===== src/design/rslp_pkg.sv =====
// ----------------------------------------------------------------------------
// rslp_pkg
// shared constants, byte classes and queue types of the range sensor line
// parser
// ----------------------------------------------------------------------------
package rslp_pkg;

  localparam int LINE_BYTES_DEF   = 64;
  localparam int TOKEN_BYTES_DEF  = 8;
  localparam int SENSOR_COUNT_DEF = 4;

  localparam int OUT_RANGES  = 4;
  localparam int QUEUE_DEPTH = 4;
  localparam int QA_W        = $clog2(QUEUE_DEPTH);

  localparam logic [15:0] THRESH_RESET = 16'd250;
  localparam logic [19:0] RANGE_MAX    = 20'd65535;

  localparam logic [7:0] CHR_CR    = 8'h0d;
  localparam logic [7:0] CHR_LF    = 8'h0a;
  localparam logic [7:0] CHR_NUL   = 8'h00;
  localparam logic [7:0] CHR_COMMA = 8'h2c;
  localparam logic [7:0] CHR_U     = 8'h55;
  localparam logic [7:0] CHR_ZERO  = 8'h30;
  localparam logic [7:0] CHR_NINE  = 8'h39;

  typedef enum logic [2:0] {
    CLS_LF,
    CLS_NUL,
    CLS_COMMA,
    CLS_DIGIT,
    CLS_U,
    CLS_OTHER
  } cls_t;

  typedef struct packed {
    cls_t       cls;
    logic [3:0] digit;
  } q_entry_t;

  typedef struct packed {
    logic valid;
    logic full;
  } q_stat_t;

endpackage


===== src/design/range_sensor_line_parser.sv =====
// ----------------------------------------------------------------------------
// range_sensor_line_parser
// parses the range sensor text stream a byte at a time into range frames
//
//   channel  direction  handshake            payload
//   in_      input      in_valid / in_stall  in_rx_byte
//   out_     output     out_valid/out_stall  frame_ok, range_a..d, obstacle_stop
//   cfg_     input      cfg_we               cfg_wdata (stop threshold)
//
// one byte per cycle sustained unless out_stall holds a waiting result
// the line feed passes the front register and the queue before out_valid rises
// synchronous active-low reset; threshold resets to 250, latched ranges to zero
// in_stall rises only when the four-entry queue and the front register are full
// out_stall holds the result register; while a result waits it stops the queue
// draining
// ----------------------------------------------------------------------------
module range_sensor_line_parser #(
  parameter int LINE_BYTES   = rslp_pkg::LINE_BYTES_DEF,
  parameter int TOKEN_BYTES  = rslp_pkg::TOKEN_BYTES_DEF,
  parameter int SENSOR_COUNT = rslp_pkg::SENSOR_COUNT_DEF
) (
  input  logic        clk,
  input  logic        rst_n,
  input  logic        cfg_we,
  input  logic [15:0] cfg_wdata,
  input  logic        in_valid,
  output logic        in_stall,
  input  logic [7:0]  in_rx_byte,
  output logic        out_valid,
  input  logic        out_stall,
  output logic        out_frame_ok,
  output logic [15:0] out_range_a,
  output logic [15:0] out_range_b,
  output logic [15:0] out_range_c,
  output logic [15:0] out_range_d,
  output logic        out_obstacle_stop
);
  import rslp_pkg::*;

  q_stat_t  q_stat;
  q_entry_t q_wdata;
  q_entry_t q_rdata;
  logic     q_push;
  logic     q_pop;

  rslp_front u_front (
    .clk        (clk),
    .rst_n      (rst_n),
    .in_valid   (in_valid),
    .in_stall   (in_stall),
    .in_rx_byte (in_rx_byte),
    .q_stat     (q_stat),
    .q_push     (q_push),
    .q_wdata    (q_wdata)
  );

  rslp_queue u_queue (
    .clk   (clk),
    .rst_n (rst_n),
    .push  (q_push),
    .wdata (q_wdata),
    .pop   (q_pop),
    .rdata (q_rdata),
    .stat  (q_stat)
  );

  rslp_back #(
    .LINE_BYTES   (LINE_BYTES),
    .TOKEN_BYTES  (TOKEN_BYTES),
    .SENSOR_COUNT (SENSOR_COUNT)
  ) u_back (
    .clk               (clk),
    .rst_n             (rst_n),
    .cfg_we            (cfg_we),
    .cfg_wdata         (cfg_wdata),
    .q_stat            (q_stat),
    .q_rdata           (q_rdata),
    .q_pop             (q_pop),
    .out_valid         (out_valid),
    .out_stall         (out_stall),
    .out_frame_ok      (out_frame_ok),
    .out_range_a       (out_range_a),
    .out_range_b       (out_range_b),
    .out_range_c       (out_range_c),
    .out_range_d       (out_range_d),
    .out_obstacle_stop (out_obstacle_stop)
  );

endmodule


===== src/design/rslp_front.sv =====
// ----------------------------------------------------------------------------
// rslp_front
// accepts input beats, drops carriage returns and classifies each byte
// ----------------------------------------------------------------------------
module rslp_front (
  input  logic              clk,
  input  logic              rst_n,
  input  logic              in_valid,
  output logic              in_stall,
  input  logic [7:0]        in_rx_byte,
  input  rslp_pkg::q_stat_t q_stat,
  output logic              q_push,
  output rslp_pkg::q_entry_t q_wdata
);
  import rslp_pkg::*;

  logic     fe_vld_r, fe_vld_nxt;
  q_entry_t fe_ent_r, fe_ent_nxt;
  logic     accept;
  logic     is_cr;

  assign in_stall = fe_vld_r && q_stat.full;
  assign accept   = in_valid && !in_stall;
  assign q_push   = fe_vld_r && !q_stat.full;
  assign q_wdata  = fe_ent_r;
  assign is_cr    = (in_rx_byte == CHR_CR);

  always_comb begin
    fe_ent_nxt.digit = 4'(in_rx_byte - CHR_ZERO);
    if (in_rx_byte == CHR_LF) begin
      fe_ent_nxt.cls = CLS_LF;
    end else if (in_rx_byte == CHR_NUL) begin
      fe_ent_nxt.cls = CLS_NUL;
    end else if (in_rx_byte == CHR_COMMA) begin
      fe_ent_nxt.cls = CLS_COMMA;
    end else if (in_rx_byte >= CHR_ZERO && in_rx_byte <= CHR_NINE) begin
      fe_ent_nxt.cls = CLS_DIGIT;
    end else if (in_rx_byte == CHR_U) begin
      fe_ent_nxt.cls = CLS_U;
    end else begin
      fe_ent_nxt.cls = CLS_OTHER;
    end
  end

  always_comb begin
    fe_vld_nxt = fe_vld_r;
    if (accept) begin
      fe_vld_nxt = !is_cr;
    end else if (q_push) begin
      fe_vld_nxt = 1'b0;
    end
  end

  always_ff @(posedge clk) begin
    if (!rst_n) begin
      fe_vld_r <= 1'b0;
    end else begin
      fe_vld_r <= fe_vld_nxt;
    end
    if (accept) begin
      fe_ent_r <= fe_ent_nxt;
    end
  end

endmodule


===== src/design/rslp_queue.sv =====
// ----------------------------------------------------------------------------
// rslp_queue
// short queue of classified bytes between the front and the back
// ----------------------------------------------------------------------------
module rslp_queue (
  input  logic               clk,
  input  logic               rst_n,
  input  logic               push,
  input  rslp_pkg::q_entry_t wdata,
  input  logic               pop,
  output rslp_pkg::q_entry_t rdata,
  output rslp_pkg::q_stat_t  stat
);
  import rslp_pkg::*;

  q_entry_t        mem_r [QUEUE_DEPTH];
  logic [QA_W-1:0] wr_ptr_r, wr_ptr_nxt;
  logic [QA_W-1:0] rd_ptr_r, rd_ptr_nxt;
  logic [QA_W:0]   cnt_r, cnt_nxt;

  assign stat.valid = (cnt_r != '0);
  assign stat.full  = (cnt_r == (QA_W+1)'(QUEUE_DEPTH));
  assign rdata      = mem_r[rd_ptr_r];

  always_comb begin
    wr_ptr_nxt = push ? wr_ptr_r + 1'b1 : wr_ptr_r;
    rd_ptr_nxt = pop ? rd_ptr_r + 1'b1 : rd_ptr_r;
    cnt_nxt    = cnt_r;
    if (push && !pop) begin
      cnt_nxt = cnt_r + 1'b1;
    end else if (pop && !push) begin
      cnt_nxt = cnt_r - 1'b1;
    end
  end

  always_ff @(posedge clk) begin
    if (!rst_n) begin
      wr_ptr_r <= '0;
      rd_ptr_r <= '0;
      cnt_r    <= '0;
    end else begin
      wr_ptr_r <= wr_ptr_nxt;
      rd_ptr_r <= rd_ptr_nxt;
      cnt_r    <= cnt_nxt;
    end
    if (push) begin
      mem_r[wr_ptr_r] <= wdata;
    end
  end

endmodule


===== src/design/rslp_back.sv =====
// ----------------------------------------------------------------------------
// rslp_back
// incremental line parse, latched ranges, threshold and result register
// ----------------------------------------------------------------------------
module rslp_back #(
  parameter int LINE_BYTES   = rslp_pkg::LINE_BYTES_DEF,
  parameter int TOKEN_BYTES  = rslp_pkg::TOKEN_BYTES_DEF,
  parameter int SENSOR_COUNT = rslp_pkg::SENSOR_COUNT_DEF
) (
  input  logic               clk,
  input  logic               rst_n,
  input  logic               cfg_we,
  input  logic [15:0]        cfg_wdata,
  input  rslp_pkg::q_stat_t  q_stat,
  input  rslp_pkg::q_entry_t q_rdata,
  output logic               q_pop,
  output logic               out_valid,
  input  logic               out_stall,
  output logic               out_frame_ok,
  output logic [15:0]        out_range_a,
  output logic [15:0]        out_range_b,
  output logic [15:0]        out_range_c,
  output logic [15:0]        out_range_d,
  output logic               out_obstacle_stop
);
  import rslp_pkg::*;

  localparam int LL_W = $clog2(LINE_BYTES);
  localparam int TC_W = $clog2(TOKEN_BYTES);
  localparam int FI_W = $clog2(SENSOR_COUNT + 1);

  logic [15:0]     thr_r;
  logic [LL_W-1:0] len_r, len_nxt;
  logic [FI_W-1:0] fi_r, fi_nxt;
  logic [TC_W-1:0] tc_r, tc_nxt;
  logic [15:0]     acc_r, acc_nxt;
  logic            err_r, err_nxt;
  logic            end_r, end_nxt;
  logic [15:0]     pend_r [SENSOR_COUNT];
  logic [15:0]     pend_nxt [SENSOR_COUNT];
  logic [15:0]     lat_r [SENSOR_COUNT];
  logic [15:0]     lat_nxt [SENSOR_COUNT];

  logic            ov_r, ov_nxt;
  logic            ok_r, ok_nxt;
  logic            stop_r, stop_nxt;
  logic [15:0]     rng_r [OUT_RANGES];
  logic [15:0]     rng_src [OUT_RANGES];

  logic            emit, take, latch, clr;
  logic            fin_bad, fin_short, fi_full;
  logic [19:0]     dig_v;

  assign q_pop     = q_stat.valid && (!ov_r || !out_stall);
  assign fi_full   = (fi_r >= FI_W'(SENSOR_COUNT));
  assign fin_bad   = (len_r < LL_W'(2)) || (tc_r == '0) || fi_full;
  assign fin_short = (fi_r < FI_W'(SENSOR_COUNT - 1));
  assign dig_v     = {1'b0, acc_r, 3'b000} + {3'b000, acc_r, 1'b0}
                   + {16'h0000, q_rdata.digit};

  always_comb begin
    len_nxt  = len_r;
    fi_nxt   = fi_r;
    tc_nxt   = tc_r;
    acc_nxt  = acc_r;
    err_nxt  = err_r;
    end_nxt  = end_r;
    pend_nxt = pend_r;
    lat_nxt  = lat_r;
    emit     = 1'b0;
    take     = 1'b0;
    latch    = 1'b0;
    clr      = 1'b0;
    stop_nxt = 1'b0;

    if (q_pop) begin
      case (q_rdata.cls)
        CLS_LF: begin
          if (len_r != '0) begin
            emit  = 1'b1;
            latch = 1'b1;
            clr   = 1'b1;
            if (!end_r && !err_r) begin
              if (fin_bad) begin
                err_nxt = 1'b1;
              end else begin
                take = 1'b1;
                if (fin_short) err_nxt = 1'b1;
              end
            end
          end
        end
        default: begin
          if (len_r == LL_W'(LINE_BYTES - 1)) begin
            clr = 1'b1;
          end else begin
            len_nxt = len_r + 1'b1;
            if (!end_r && !err_r) begin
              if (q_rdata.cls == CLS_NUL) begin
                end_nxt = 1'b1;
                if (fin_bad) begin
                  err_nxt = 1'b1;
                end else begin
                  take = 1'b1;
                  if (fin_short) err_nxt = 1'b1;
                end
              end else if (len_r == '0) begin
                if (q_rdata.cls != CLS_U) err_nxt = 1'b1;
              end else if (len_r == LL_W'(1)) begin
                if (q_rdata.cls != CLS_COMMA) err_nxt = 1'b1;
              end else if (fi_full) begin
                err_nxt = 1'b1;
              end else if (q_rdata.cls == CLS_COMMA) begin
                if (tc_r == '0) begin
                  err_nxt = 1'b1;
                end else begin
                  take = 1'b1;
                  if (!fin_short) err_nxt = 1'b1;
                end
              end else if (tc_r >= TC_W'(TOKEN_BYTES - 1)) begin
                take    = 1'b1;
                err_nxt = 1'b1;
              end else if (q_rdata.cls != CLS_DIGIT) begin
                err_nxt = 1'b1;
              end else if (dig_v > RANGE_MAX) begin
                err_nxt = 1'b1;
              end else begin
                acc_nxt = dig_v[15:0];
                tc_nxt  = tc_r + 1'b1;
              end
            end
          end
        end
      endcase
    end

    if (take) begin
      for (int i = 0; i < SENSOR_COUNT; i++) begin
        if (fi_r == FI_W'(i)) pend_nxt[i] = acc_r;
      end
      fi_nxt  = fi_r + 1'b1;
      tc_nxt  = '0;
      acc_nxt = '0;
    end

    if (latch) begin
      for (int i = 0; i < SENSOR_COUNT; i++) begin
        if (FI_W'(i) < fi_nxt) lat_nxt[i] = pend_nxt[i];
      end
    end

    ok_nxt = !err_nxt;

    for (int i = 0; i < SENSOR_COUNT; i++) begin
      if (lat_nxt[i] != '0 && lat_nxt[i] < thr_r) stop_nxt = 1'b1;
    end

    if (clr) begin
      len_nxt = '0;
      fi_nxt  = '0;
      tc_nxt  = '0;
      acc_nxt = '0;
      err_nxt = 1'b0;
      end_nxt = 1'b0;
      for (int i = 0; i < SENSOR_COUNT; i++) begin
        pend_nxt[i] = '0;
      end
    end

    ov_nxt = ov_r;
    if (emit) begin
      ov_nxt = 1'b1;
    end else if (!out_stall) begin
      ov_nxt = 1'b0;
    end
  end

  for (genvar g = 0; g < OUT_RANGES; g++) begin : g_rng
    if (g < SENSOR_COUNT) begin : g_used
      assign rng_src[g] = lat_nxt[g];
    end else begin : g_unused
      assign rng_src[g] = '0;
    end
  end

  always_ff @(posedge clk) begin
    if (!rst_n) begin
      thr_r <= THRESH_RESET;
      len_r <= '0;
      fi_r  <= '0;
      tc_r  <= '0;
      acc_r <= '0;
      err_r <= 1'b0;
      end_r <= 1'b0;
      ov_r  <= 1'b0;
      for (int i = 0; i < SENSOR_COUNT; i++) begin
        pend_r[i] <= '0;
        lat_r[i]  <= '0;
      end
    end else begin
      if (cfg_we) thr_r <= cfg_wdata;
      len_r  <= len_nxt;
      fi_r   <= fi_nxt;
      tc_r   <= tc_nxt;
      acc_r  <= acc_nxt;
      err_r  <= err_nxt;
      end_r  <= end_nxt;
      ov_r   <= ov_nxt;
      pend_r <= pend_nxt;
      lat_r  <= lat_nxt;
    end
    if (emit) begin
      ok_r   <= ok_nxt;
      stop_r <= stop_nxt;
      rng_r  <= rng_src;
    end
  end

  assign out_valid         = ov_r;
  assign out_frame_ok      = ok_r;
  assign out_range_a       = rng_r[0];
  assign out_range_b       = rng_r[1];
  assign out_range_c       = rng_r[2];
  assign out_range_d       = rng_r[3];
  assign out_obstacle_stop = stop_r;

endmodule


===== config.mk =====
export PLATFORM = sky130hd
export DESIGN_NAME = range_sensor_line_parser
export DESIGN_NICKNAME = d
export VERILOG_FILES = /design/src/design/rslp_pkg.sv /design/src/design/range_sensor_line_parser.sv /design/src/design/rslp_front.sv /design/src/design/rslp_queue.sv /design/src/design/rslp_back.sv
export SDC_FILE = /design/constraint.sdc
export NUM_CORES = 1
export LEC_CHECK = 0
export ABC_AREA = 1
export BUFFER_PORTS_ARGS = -buffer_cell sky130_fd_sc_hd__clkbuf_2
export CAP_MARGIN = 20
export CORE_MARGIN = 2
export CORE_UTILIZATION = 30
export CTS_CLUSTER_SIZE = 25
export DETAILED_ROUTE_END_ITERATION = 12
export SYNTH_ARGS = -nofsm -noshare
export SYNTH_HDL_FRONTEND = slang
export SYNTH_SLANG_ARGS = --single-unit

===== constraint.sdc =====
create_clock -name clk -period 6.6 [get_ports clk]
set_input_delay 0.33 -clock clk [delete_from_list [all_inputs] [get_ports clk]]
set_output_delay 0.33 -clock clk [all_outputs]
set_load 0.01 [all_outputs]

==> results of run 1 <==
-- cell families (layout without fill, tap and decap cells) --
| logic type | after synthesis | count (layout) | synth area share |
|---|---|---|---|
| multiplexers | 16 | 16 | 0.0113 |
| buffers and inverters | 372 | 489 | 0.108 |
| AO/OA/AOI/OAI | 304 | 304 | 0.117 |
| AND/OR/NAND/NOR | 634 | 634 | 0.185 |
| flip-flops | 286 | 286 | 0.472 |
| XOR/XNOR | 15 | 15 | 0.00921 |
| adder cells (fa/ha/maj) | 110 | 110 | 0.0980 |
-- area by class of cell --
cell class,instances,area [µm²]
tap,607,759
fill,4799,30400
clock buffer,44,866
multi-input combinational,1079,6000
inverter,320,1210
sequential,286,6740
clock inverter,14,161
timing repair buffer,111,618
-- power breakdown --
part	internal, µW	switching, µW
registers	1940	90.6
clock network	1030	717
logic	265	554
total	3240	1360
-- cell usage in the layout, fill, tap and decap left out, drive strengths merged, types with 5 or more instances in the layout --
cell type    instances
nor3                16
nand3               49
nand2              339
nor2               215
dlygate4sd3         10
o21ai              182
nand4                8
a211oi              13
clkinv               9
a21oi               86
dfxtp              185
ha                 107
inv                322
xnor2                8
xor2                 7
clkbuf             140
buf                  5
mux2i               15
edfxtp             101
-- path summary, 6_finish.rpt --
path | end | slack, ns | depth (start not counted)
max | u_back.out_obstacle_stop | 1.92 | 22
min | u_front.q_wdata[3] | 0.03 | 1
min reg2reg | u_queue.cnt_r[1] | 0.48 | 2
max reg2reg | u_back.out_obstacle_stop | 1.92 | 22
-- synth_stat cells (8+ instances only) --
cell type	n	share of area
nand2_1	323	0.085
inv_1	310	0.082
nor2_1	213	0.056
dfxtp_1	185	0.26
o21ai_0	112	0.039
ha_1	107	0.094
edfxtp_1	101	0.21
a21oi_1	86	0.030
o21ai_1	57	0.020
nand3_1	42	0.015
clkbuf_1	24	0.0063
nor3_1	16	0.0056
mux2i_1	15	0.011
a211oi_1	13	0.0068
o21ai_2	13	0.0080
buf_6	11	0.0087
buf_4	10	0.0053
nand2_2	8	0.0035
nand4_1	8	0.0035
xnor2_1	8	0.0049
-- metal layers --
layer | vias to the layer above | routed length [µm]
met5 | - | 0
met4 | 0 | 1040
met3 | 61 | 1520
met2 | 248 | 16000
met1 | 5081 | 16100
li1 | 5758 | -
-- registers in the layout (all words and copies together), names as in the netlist, named ones only --
signal	flops
u_front.q_wdata	7
u_back.out_range_b	16
u_back.out_range_a	16
u_back.out_range_d	16
u_back.tc_r	3
u_queue.mem_r	28
u_back.fi_r	3
u_back.thr_r	16
u_back.out_range_c	16
u_back.lat_r	64
u_back.out_obstacle_stop	1
u_back.acc_r	16
u_back.out_valid	1
u_back.len_r	6
u_queue.rd_ptr_r	2
u_back.pend_r	64
u_queue.wr_ptr_r	2
u_front.fe_vld_r	1
u_back.out_frame_ok	1
u_back.end_r	1
u_queue.cnt_r	3
-- metrics by stage --
step	total power (µW)	hold WS (ns)	cells	setup WS (ns)	utilization
5_1_grt	4840	0.0173	2461	1.36	0.350
3_3_place_gp	2860	0.455	2392	2.01	0.326
6_report	4600	0.0303	2461	1.92	0.350
3_5_place_dp	2880	0.476	2392	1.82	0.326
4_1_cts	4650	0.00157	2460	1.77	0.350
2_1_floorplan	2660	0.429	1737	2.71	-
-- timing repair --
item                                   CTS  global route
gates resized for setup                  0             0
setup buffers                            0             0
setup endpoints to repair                0             0
hold buffers                            10             0
endpoints found under the hold margin   10             0
==> impl_metrics.toml, run 1 <==
[clocking]
cts_buffer_depth = 3
cts.sinks = 286
root_buffer = "clkbuf_16"
numCtsBuffers = 31
htreeDepth = 1
clk_pin_slew_ns = 0.06
clkLatencyLatePin_ns = 0.59
cts_tree = "built"

[routing]
drc = 0
wire_per_inst_um = 14.1
drt_iter0_markers = 647
ant_nets = 0
vias = 11148
viasPerCell = 4.53
drt_wl_total_um = 34700
drtPass1Iterations = 5

[floorplan]
start_util = 0.305
row_count = 79
die_y_um = 222
die_x_um = 222
die_area_um2 = 49300
ios = 97
core-area_um2 = 46800

[synth]
syn_area_um2 = 14300
ys_seq_elements = 286
ys_warn_count = 0
syn-num-nets = 1876
synth_cells = 1737
syn_avg_cell_area_um2 = 8.21
synth.distinct_cells = 52
ys_async_sr_fraction = 0
synth-seq-area-share = 0.472
ys.flop_type = "dfxtp_1"
synth_edf_count = 101

[pwr]
max-vdd-ir-drop_uv = 223
power.density_nw_per_um2 = 281
p_leak_uw = 0.00841

[global_routing]
grt_usage = 0.139
use_met3 = 0.0217
grt_first_pass_wirelength_um = 55500
grt_max_degree = 74
antenna_found_initial = 0
overflow = 0
gr-usage-met1 = 0.184
grt_util_met2 = 0.232
grt_pass1_vias = 10499
busiest_layer = "met2"

[worst_setup_path]
max_stage_delay_ns = 0.66
startpoint_type = "register"
cp.arrival_ns = 5.13
cpLargestDelayFamily = "simple AND/OR/NAND/NOR gates"
path_cells = "inv_6 -> nand2_1 -> nand3_1 -> nand2_4 -> nand3_4 -> nor2_1 -> nand2_1 -> inv_2 -> nand3_2 -> inv_2 -> nand2_1 -> o21ai_1 -> inv_1 -> ha_1 -> a21oi_1 -> nor2_1 -> a211oi_1 -> o221a_2 -> nand2_1 -> a21oi_1 -> a21oi_1 -> nand3_1"
cp_common_cell = "nand2_1"
critical_path_buf_inv_count = 4
critPathRequiredTime_ns = 7.05
cp-end-kind = "register"
crit_fanout = 34
cp_slowest_cell = "dfxtp_1"
path_class = "reg -> reg"

[timing]
post-route-period-util = 0.709
finalHoldViolCount = 0
rsz0062_at_grt = "false"
timing.slew.headroom = 0.331
finalCriticalPeriod_ns = 4.68
max_slew.worst_pin.slew_ns = 1.00
max_freq_ghz = 0.214
final.setup.tns_ns = 0
finalSetupViolations = 0
maxSlewViolCount = 0
fin_skew_ns = 0.0224

[worst_hold_path]
min_from = "in_rx_byte[3]"
hold_path_class = "in -> reg"

[placement]
hpwl_um = 25400
placed_area_um2 = 15200
gp_congestion = 0.839
place.port_buffers = 96

[final_layout]
nets = 1968
drive_gt1_frac = 0.106
syn2layout_area_growth_pct = 14.6
num_antenna_cells = 0
final_cell_area_um2 = 16400

[outcome]
status = "completed"

[run]
drv_cap = 0
Power figures use the tool's default switching activity.
==> run 2: changes to the inputs <==
==> constraint.sdc (replaced) <==
create_clock -name clk -period 4.6 [get_ports clk]
set_input_delay 0.23 -clock clk [delete_from_list [all_inputs] [get_ports clk]]
set_output_delay 0.23 -clock clk [all_outputs]
set_load 0.01 [all_outputs]
==> run 2 against run 1 <==
  * Combinational power is 46% higher
  * Total power is 46% higher
  * Non-clock buffer count is 17 higher
  * Utilization is 0.51 points higher
  * Clock-buffer cell count is 3 higher
  * Flip-flop and latch count stayed put
  * Clock skew is 0.0037 ns higher
  * Critical path depth is 2 lower
  * Final cell count is 0.81% higher
  * Register-to-register slack worse by 1.5 ns
  * Critical path type unchanged
  * Critical endpoint is now u_back.acc_r[15]
==> impl_metrics.toml, run 2 (synthesized netlist as in run 1, its figures left out) <==
[clocking]
clkLatencyLatePin_ns = 0.54
post_cts_buffers = 0
clk_pin_slew_ns = 0.06
root_buffer = "clkbuf_16"
numCtsBuffers = 34
cts_tree = "built"
cts_buffer_depth = 3
cts.sinks = 286
htreeDepth = 2

[routing]
drt_wl_total_um = 35300
ant_nets = 0
drtPass1Iterations = 5
drt_iter0_markers = 767
drc = 0
vias = 11296
viasPerCell = 4.55
wire_per_inst_um = 14.2

[worst_hold_path]
hold_path_class = "in -> reg"

[timing]
maxSlewViolCount = 0
post-route-period-util = 0.903
max_slew.worst_pin.slew_ns = 1.05
fin_skew_ns = 0.0261
finalSetupViolations = 0
final.setup.tns_ns = 0
max_freq_ghz = 0.241
holdWs_ns = 0.0891
finalHoldViolCount = 0
timing.slew.headroom = 0.303
finalCriticalPeriod_ns = 4.16
rsz0062_at_grt = "false"

[pwr]
p_leak_uw = 0.00853
max-vdd-ir-drop_uv = 183
power.density_nw_per_um2 = 405

[floorplan]
ios = 97
row_count = 79
core-area_um2 = 46800
die_y_um = 222
die_area_um2 = 49300
die_x_um = 222
start_util = 0.305

[worst_setup_path]
path_class = "reg -> reg"
worst-r2r-cell-count = 20
reg2reg_to = "u_back.acc_r[15]"
cp.arrival_ns = 4.62
startpoint_type = "register"
critPathRequiredTime_ns = 5.07
crit_fanout = 28
reg2reg_slack_ns = 0.44
crit_end = "u_back.acc_r[15]"
cp-end-kind = "register"

[placement]
placed_area_um2 = 15300
place.port_buffers = 96
gp_congestion = 0.823
hpwl_um = 25700

[final_layout]
largestRegisters = "u_back.lat_r x64, u_back.pend_r x64, u_queue.mem_r x28"
drive_gt1_frac = 0.114
num_antenna_cells = 0
final_common_cell = "nand2_1"
nets = 1988
layout_common_cells = "nand2_1 (323), inv_1 (309), nor2_1 (213)"
fillers = 4803
final_cell_area_um2 = 16600
syn2layout_area_growth_pct = 16.3

[global_routing]
grt_max_degree = 74
grt_first_pass_wirelength_um = 57100
overflow = 0
grt_pass1_vias = 10878
antenna_found_initial = 0
grt_usage = 0.144

[outcome]
status = "completed"

[run]
drv_cap = 0
[run 2: cell count changes in the layout (fill, tap and decap cells not counted), sizes merged]
cell | previous run | this run
clkbuf | 140 | 143
inv | 322 | 323
buf | 5 | 11
dlygate4sd3 | 10 | 21
clkinv | 9 | 7
bufinv | 3 | 1
clkinvlp | 0 | 3
[run 2: per-stage QoR]
stage / utilization / power (µW) / std cells / setup slack, ns
2_1_floorplan: - / 3820 / 1737 / 0.705
3_3_place_gp: 0.327 / 4110 / 2399 / 0.383
3_5_place_dp: 0.327 / 4150 / 2399 / 0.246
4_1_cts: 0.355 / 6800 / 2481 / 0.233
5_1_grt: 0.355 / 7070 / 2481 / 0.0350
6_report: 0.355 / 6730 / 2481 / 0.445
[run 2: where the power goes]
part           internal, µW  switching (µW)  total [µW]
Sequential             2780             126        2910
Clock                  1530            1090        2620
Combinational           398             804        1200
Total                  4710            2020        6730
[run 2: how the worst min path moves through the flow]
stage                        startpoint            endpoint  cells past startpoint
after global placement     cfg_wdata[4]     u_back.thr_r[4]                      3
final                         out_stall    u_back.out_valid                      3
after CTS                     out_stall    u_back.out_valid                      3
after global routing          out_stall    u_back.out_valid                      3
after detailed placement   cfg_wdata[5]     u_back.thr_r[5]                      3
after floorplan           in_rx_byte[0]  u_front.q_wdata[0]                      0
[run 2: layout make-up]
cell class | instances | area [µm²] | share of cell area
tap | 607 | 759 | 0.0458
inverter | 320 | 1210 | 0.0731
clock buffer | 47 | 952 | 0.0574
timing repair buffer | 128 | 786 | 0.0473
clock inverter | 14 | 133 | 0.00799
multi-input combinational | 1079 | 6010 | 0.362
sequential | 286 | 6740 | 0.406
[run 2: worst max-delay path, stage by stage (launching register included)]
cell and delay [ns]:
dfxtp_2 0.50, nand2_1 0.11, a32o_1 0.30, fa_1 0.49, fa_1 0.48, nor2_1 0.14
a211oi_1 0.08, o21ai_0 0.29, nand2_1 0.09, nand2_1 0.20, nand2_1 0.08, nand2_1 0.10
nand2_1 0.07, nand3_1 0.06, nand2_1 0.06, nor2_1 0.10, nand3_1 0.16, nor3_2 0.19
buf_4 0.31, o21ai_0 0.11, a21oi_1 0.17
[run 2: timing repair]
action	4_1_cts	5_1_grt
hold endpoints to repair	21	0
setup endpoints to repair	0	20
gates resized for setup	0	6
hold buffers	21	0
[run 2: per-layer routing]
metal  vias to the layer above  GRT usage  wire length, µm  part of all wire
met3                        62     0.0270             1570             0.044
met5                         -          0                0                 0
met4                         0     0.0471              906             0.026
met1                      5195      0.181            16000              0.45
met2                       232      0.248            16900              0.48
li1                       5807          -                -                 -
